[src/rtl/core/pip_pkg.sv]
// Shared widths, codes and state types for the point-in-polygon block.
`timescale 1ns / 1ps
package pip_pkg;

	localparam int CoordW = 32;   // vertex and point coordinate width
	localparam int DiffW  = 33;   // coordinate difference width
	localparam int ProdW  = 66;   // product of two differences
	localparam int AccW   = 68;   // sum of two products, with headroom
	localparam int SqW    = 66;   // floored squared distance
	localparam int RootW  = 33;   // distance width
	localparam int VertW  = 2 * CoordW;

	localparam logic [1:0] KIND_CLEAR  = 2'd0;
	localparam logic [1:0] KIND_APPEND = 2'd1;
	localparam logic [1:0] KIND_QUERY  = 2'd2;

	typedef struct packed {
		logic [SqW-1:0] dist2;
		logic           crossing;
	} edge_res_t;

	typedef enum logic [3:0] {
		ST_IDLE,
		ST_RD0,
		ST_ISSUE,
		ST_RDB,
		ST_ESTART,
		ST_EWAIT,
		ST_RSTART,
		ST_RWAIT,
		ST_DONE
	} top_state_t;

	typedef enum logic [2:0] {
		E_IDLE,
		E_MUL,
		E_PICK,
		E_DIV,
		E_DONE
	} edge_state_t;

endpackage

[src/rtl/core/pip_isqrt.sv]
// Bit-serial integer square root, rounded down, two radicand bits a cycle.
`timescale 1ns / 1ps
module pip_isqrt (
	input  logic                       clk,
	input  logic                       arst_n,
	input  logic                       start,
	input  logic [pip_pkg::SqW-1:0]    radicand,
	output logic                       done,
	output logic [pip_pkg::RootW-1:0]  root
);

	logic                        busy_q, done_q;
	logic [5:0]                  cnt_q;
	logic [pip_pkg::SqW-1:0]     rad_q;
	logic [pip_pkg::RootW+2:0]   rem_q, shifted, trial;
	logic [pip_pkg::RootW-1:0]   root_q;

	assign shifted = {rem_q[pip_pkg::RootW:0], rad_q[pip_pkg::SqW-1 -: 2]};
	assign trial   = {1'b0, root_q, 2'b01};

	always_ff @(posedge clk or negedge arst_n) begin
		if (!arst_n) begin
			busy_q <= 1'b0;
			done_q <= 1'b0;
		end else begin
			done_q <= busy_q && (cnt_q == '0);
			if (start) begin
				busy_q <= 1'b1;
			end else if (busy_q && cnt_q == '0) begin
				busy_q <= 1'b0;
			end
		end
	end

	always_ff @(posedge clk) begin
		if (start) begin
			rad_q  <= radicand;
			rem_q  <= '0;
			root_q <= '0;
			cnt_q  <= 6'(pip_pkg::RootW - 1);
		end else if (busy_q) begin
			rad_q <= {rad_q[pip_pkg::SqW-3:0], 2'b00};
			cnt_q <= cnt_q - 6'd1;
			if (shifted >= trial) begin
				rem_q  <= shifted - trial;
				root_q <= {root_q[pip_pkg::RootW-2:0], 1'b1};
			end else begin
				rem_q  <= shifted;
				root_q <= {root_q[pip_pkg::RootW-2:0], 1'b0};
			end
		end
	end

	assign done = done_q;
	assign root = root_q;

endmodule
[config.mk]
export PLATFORM = sky130hd
export DESIGN_NAME = pip_isqrt
export DESIGN_NICKNAME = d
export VERILOG_FILES = /design/src/rtl/core/pip_pkg.sv /design/src/rtl/core/pip_isqrt.sv
export SDC_FILE = /design/constraint.sdc
export NUM_CORES = 1
export LEC_CHECK = 0
export ABC_AREA = 1
export BUFFER_PORTS_ARGS = -buffer_cell sky130_fd_sc_hd__buf_2
export CORE_AREA = 2 2 152 109
export DETAILED_ROUTE_END_ITERATION = 6
export DIE_AREA = 0 0 154 111
export PLACE_DENSITY = 0.78
export SETUP_SLACK_MARGIN = 0.4
export SLEW_MARGIN = 0
export SYNTH_ARGS = -nofsm -noshare
export SYNTH_HDL_FRONTEND = slang
export SYNTH_SLANG_ARGS = --single-unit
export TNS_END_PERCENT = 10
[constraint.sdc]
create_clock -name clk -period 5.25 [get_ports clk]
set_input_delay 0 -clock clk [delete_from_list [all_inputs] [get_ports clk]]
set_output_delay 0 -clock clk [all_outputs]
set_load 0.05 [all_outputs]
# [Yosys cells after proc, flatten, opt, wreduce, memory -nomap -nowiden]
# Index checks and enable logic that the tools add are counted.
[totals] ramBits=0 rom_bits=0 latch_bits=0 regBits=141 input_bits=69 mem_count=0
[classes] n_addsub=2 div=0 eq_ne=0 n_shift=0 muxes=6 n_mul=0 bitwise=0 n_reduce_logical=4 n_lt_le_gt_ge=1
[op_table] op="66-bit two-way mux" count=2
[op_table] op="36-bit by 35-bit greater-or-equal comparator with 1-bit output" count=1
[op_table] op="34-bit two-way mux" count=1
[op_table] op="34-bit subtractor" count=1
[op_table] op="6-bit logical NOT" count=1
[op_table] op="6-bit by 1-bit subtractor with 6-bit output, second input constant" count=1
[op_table] op="2-bit nonzero test" count=2
[op_table] op="1-bit two-way mux" count=3
[op_table] op="1-bit logical AND" count=1

# [Logic depth before layout (Yosys ltp)]
[logic_depth] ltp_word=4 depth_mapped=18 mapped_depth_nobuf=18

# [Worst setup path before layout]
# Ideal clock, no wire load.
[synth_path] path_kind="register to register" startpoint="register busy_q" endpoint="register rad_q[0] (netlist name), enable pin" slack_ns=2.186 setup_ns=0.456 required_time_ns=4.794 path_buffers=1 stages_incl_launch_ff=4 arrival_ns=2.608 cell_sequence="dfrtp_1 > nor2_1 > clkinv_1 > clkbuf_1"
[synth_between] elab_chain_cells=1
[synth_rtl] item="start, declared" line_no="pip_isqrt.sv:12" rtl="logic busy_q, done_q;"
[synth_rtl] item="start signal, assigned" line_no="pip_isqrt.sv:23" rtl="busy_q <= 1'b0;"
[synth_rtl] item="start signal, assigned" line_no="pip_isqrt.sv:28" rtl="busy_q <= 1'b1;"
[synth_rtl] item="start signal, assigned" line_no="pip_isqrt.sv:30" rtl="busy_q <= 1'b0;"
[synth_rtl] item="2-bit nonzero test (no line)"
[synth_rtl] item="end signal, assigned" line_no="pip_isqrt.sv:37" rtl="rad_q <= radicand;"
[synth_rtl] item="end signal, assigned" line_no="pip_isqrt.sv:42" rtl="rad_q <= {rad_q[pip_pkg::SqW-3:0], 2'b00};"
[synth_rtl] item="end, declared" line_no="pip_isqrt.sv:14" rtl="logic [pip_pkg::SqW-1:0] rad_q;"
# Every way passes these cells.
# A chain may end at the register's enable or synchronous reset.

# [Worst setup path in the final report]
[layout_path] startpoint="register root_q (netlist bit root[0])" endpoint="register rem_q[32] (netlist name)"
[layout_between] elab_chain_cells=2
[layout_rtl] item="start, declared" line_no="pip_isqrt.sv:16" rtl="logic [pip_pkg::RootW-1:0] root_q;"
[layout_rtl] item="start signal, assigned" line_no="pip_isqrt.sv:46" rtl="root_q <= {root_q[pip_pkg::RootW-2:0], 1'b1};"
[layout_rtl] item="start signal, assigned" line_no="pip_isqrt.sv:49" rtl="root_q <= {root_q[pip_pkg::RootW-2:0], 1'b0};"
[layout_rtl] item="34-bit subtractor / 36-bit by 35-bit greater-or-equal comparator with 1-bit output (equally long branches)" line_no="pip_isqrt.sv:45, pip_isqrt.sv:44"
[layout_rtl] item="34-bit two-way mux *" line_no="pip_isqrt.sv:44" rtl="if (shifted >= trial) begin"
[layout_rtl] item="end signal, assigned" line_no="pip_isqrt.sv:45" rtl="rem_q <= shifted - trial;"
[layout_rtl] item="end signal, assigned" line_no="pip_isqrt.sv:48" rtl="rem_q <= shifted;"
[layout_rtl] item="end, declared" line_no="pip_isqrt.sv:15" rtl="logic [pip_pkg::RootW+2:0] rem_q, shifted, trial;"
# Mark *: on every way between the ends. The rest lies on a longest branch, timed or not.

==> impl_metrics.csv <==
group,metric,value,unit
critical_path,worst_path_max_delay_cell,"nand4_4",
clocking,cts_setup_buffers,0,
synth,synth_top_family_by_area,"simple AND/OR/NAND/NOR gates",
status,status,"completed",
die,core-area,0.01586,mm2
synth,synthMuxAreaShare,0,%
die,dieHeight,111,um
timing,maxSlewHeadroom,36.55,%
clocking,clock_sinks,141,
timing,fin_crit,3.159,ns
min_path,hp-class,"in -> reg",
finish,final_common_cell,"nand2_1",
synth,synth.ff_latch_count,141,
route,dr.pass1.iters,5,
clocking,cts.path.max_buffers,2,
die,start_util,53.41,%
critical_path,worstSetupStartpointType,"flop",
power_and_ir_drop,p_sw_share,47.62,%
route,vias_per_cell,5.140,
critical_path,slowest_delay,0.74,ns
power_and_ir_drop,p_leak,5.450,nW
global_routing,antenna_found_initial,0,
synth,synthesis.area,0.008471,mm2
timing,finalSetupTns,0,ns
critical_path,cp-end-kind,"flop",
route,ant_nets,0,
finish,nets,1501,
placement,portBuffers,102,
synth,synthArstFlopShare,1.418,%
timing,hold_viol,0,
clocking,cts_tree,"built",
synth,yosys_warnings,0,
placement,hpwl,15290,um
global_routing,grt_overflow,0,
synth,synthDistinctLibCells,40,
timing,fin_skew,0.009893,ns
die,ios,103,
critical_path,worstPathArrival,3.54,ns
critical_path,cp_common_cell,"nand3_1",
clocking,clk_latency,0.43,ns
synth,synth_edf_count,66,
die,fp.dieArea,0.01709,mm2
route,drc,0,
clocking,h-tree-depth,4,
timing,worst_pin_slew,0.9500,ns
power_and_ir_drop,p_int,3.119,mW
finish,drive_gt1_share,11.85,%
timing,fmax,0.3166,GHz
synth,synthSimpleGateAreaFrac,34.93,%
global_routing,grt_pass1_vias,7781,
synth,synth_xor_xnor_area_share,1.861,%
synth,synthAdderAreaFrac,5.318,%
synth,syn-num-nets,1345,
synth,synthCells,1240,
clocking,clockRootBuffer,"clkbuf_16",
route,drt-initial-drc-count,971,
timing,rsz0062_at_grt,"no",
finish,area_growth,22.24,%
timing,setup_viol_count_final,0,
critical_path,crit_fanout,59,
clocking,path_clk_slew,0.07,ns
die,die_x,154,um
synth,syn_area_per_cell,6.831,um2
synth,synth_compound_area_share,5.938,%
global_routing,grt_max_degree,71,
power_and_ir_drop,vdd_drop_max,0.3442,mV
global_routing,grt_pass1_wl,38000,um
timing,finalCritPeriodShare,60.17,%
critical_path,crit_type,"reg -> reg",
power_and_ir_drop,seq_power_share,25.3,%
placement,place_area,0.009094,mm2
clocking,holdBufCountCts,68,
critical_path,crit_start,"root[0]$_SDFFE_PP0P_",
power_and_ir_drop,power_density,575.0,mW/mm2
global_routing,grt_use_total,27.92,%
power_and_ir_drop,p_clk_share,20.3,%
route,wl,23580,um
critical_path,cp.required,5.63,ns
finish,final_cell_mix,"nand2_1 (515), inv_1 (183), buf_2 (102), nor2_1 (91), dfxtp_1 (73)",
finish,n_antenna_cell,0,
finish,final_area,0.01035,mm2
finish,n_fill_cell,1350,
synth,ys_seq_area_share,41.24,%
placement,place_inst,1514,
route,wl_per_cell,14.61,um
power_and_ir_drop,switching_power,2.835,mW
synth,ys.flop_type,"dfxtp_1",
clocking,cts_buffers,17,
critical_path,r2r-start,"root[0]$_SDFFE_PP0P_",
min_path,hold_path_startpoint,"start",
clocking,cts_resized,0,
run,cap_violations,0,
die,fp-row-count,39,
finish,utilization,65.29,%
critical_path,crit_chain,"inv_1, ha_1, nand3_1, nand3_1, nand3_1, nand4_4, nor2_8, nand2_1, nand3_1, nand2_1, inv_1",
timing,maxSlewViolCount,0,
power_and_ir_drop,p_comb_share,54.5,%
finish,final-instance-count-excl-fill,1614,
route,dr_total_vias,8296,
placement,gp_congestion,0.9246,
[worst max-delay path, delay by kind of cell, from the launching register on]
family,cells,cell delay (ns)
AND/OR/NAND/NOR,8,2.11
flip-flops,1,0.40
adder cells (fa/ha/maj),1,0.40
buffers and inverters,2,0.19
[worst paths after layout]
check | end | slack, ns | cells past startpoint
max in group asynchronous | busy_q$_DFFE_PN0P_ | 4.67 | 3
max reg2reg | rem_q[32]$_SDFFE_PP0P_ | 2.09 | 11
min in group asynchronous | done$_DFF_PN0_ | 0.45 | 3
min reg2reg | done$_DFF_PN0_ | 0.46 | 1
max | rem_q[32]$_SDFFE_PP0P_ | 2.09 | 11
min | rem_q[15]$_SDFFE_PP0P_ | 0.09 | 2
[synthesized netlist by cell type (2+ instances only)]
| library cell | n | share of area [%] |
|---|---|---|
| o211ai_1 | 3 | 0.27 |
| nand4_1 | 4 | 0.30 |
| and2_1 | 3 | 0.22 |
| nand3_1 | 69 | 4.1 |
| nand3_2 | 2 | 0.24 |
| o21bai_1 | 3 | 0.27 |
| buf_4 | 3 | 0.27 |
| o21ai_0 | 9 | 0.53 |
| dfxtp_1 | 73 | 17 |
| dfrtp_1 | 2 | 0.59 |
| nand2_1 | 515 | 23 |
| o21ai_1 | 2 | 0.12 |
| a21oi_1 | 33 | 1.9 |
| xor2_1 | 12 | 1.2 |
| nor2_2 | 9 | 0.66 |
| edfxtp_1 | 66 | 23 |
| ha_1 | 36 | 5.3 |
| xnor2_1 | 6 | 0.62 |
| inv_1 | 184 | 8.2 |
| nand2_2 | 5 | 0.37 |
| nor3_1 | 23 | 1.4 |
| buf_1 | 6 | 0.27 |
| inv_2 | 6 | 0.27 |
| o22ai_1 | 33 | 2.4 |
| clkinv_1 | 3 | 0.13 |
| nor2_1 | 91 | 4.0 |
| clkbuf_1 | 26 | 1.2 |
[routing by layer]
| metal | track usage [%] | wire (um) | up-vias |
|---|---|---|---|
| met5 | 0 | 0 | - |
| met4 | 8.162 | 427 | 0 |
| met3 | 4.887 | 1596 | 42 |
| met2 | 44.69 | 10610 | 286 |
| met1 | 38.93 | 10950 | 3787 |
| li1 | - | - | 4181 |
[sequential cells by signal, indices dropped and copies added (netlist names)]
register,count
rem_q,34
busy_q,1
done,1
root,33
rad_q,66
cnt_q,6
[area by class of cell]
| type | instances | area, um2 | area share [%] |
|---|---|---|---|
| multi-input combinational | 868 | 4070 | 39.31 |
| timing repair buffer | 175 | 1229 | 11.87 |
| inverter | 193 | 725.7 | 7.008 |
| sequential | 141 | 3493 | 33.74 |
| clock inverter | 15 | 155.1 | 1.498 |
| tap | 205 | 256.5 | 2.477 |
| clock buffer | 17 | 425.4 | 4.108 |
[cells by family (layout without fill, tap and decap cells)]
logic type,count (synthesis),in the layout
flip-flops,141,141
buffers and inverters,231,400
XOR/XNOR,18,18
AO/OA/AOI/OAI,87,87
adder cells (fa/ha/maj),36,36
AND/OR/NAND/NOR,727,727
[power by group through the flow]
stage          registers, mW  clock network, mW  logic (mW)
6_report                1.50               1.21        3.24
5_1_grt                 1.53               1.26        3.67
4_1_cts                 1.50               1.21        3.18
3_5_place_dp            1.52                  0        3.11
3_3_place_gp            1.51                  0        3.06
2_1_floorplan           1.52                  0        2.47
[per-stage QoR]
step | hold WS [ns] | total power [mW] | setup WS, ns
after floorplan | -0.2956 | 3.985 | 2.186
after global placement | -0.2141 | 4.578 | 2.319
after detailed placement | -0.2107 | 4.625 | 2.206
after CTS | 0.07791 | 5.888 | 2.183
after global routing | 0.1018 | 6.458 | 1.917
final | 0.08560 | 5.955 | 2.091
Note: power is estimated with default switching activity, not from simulation.
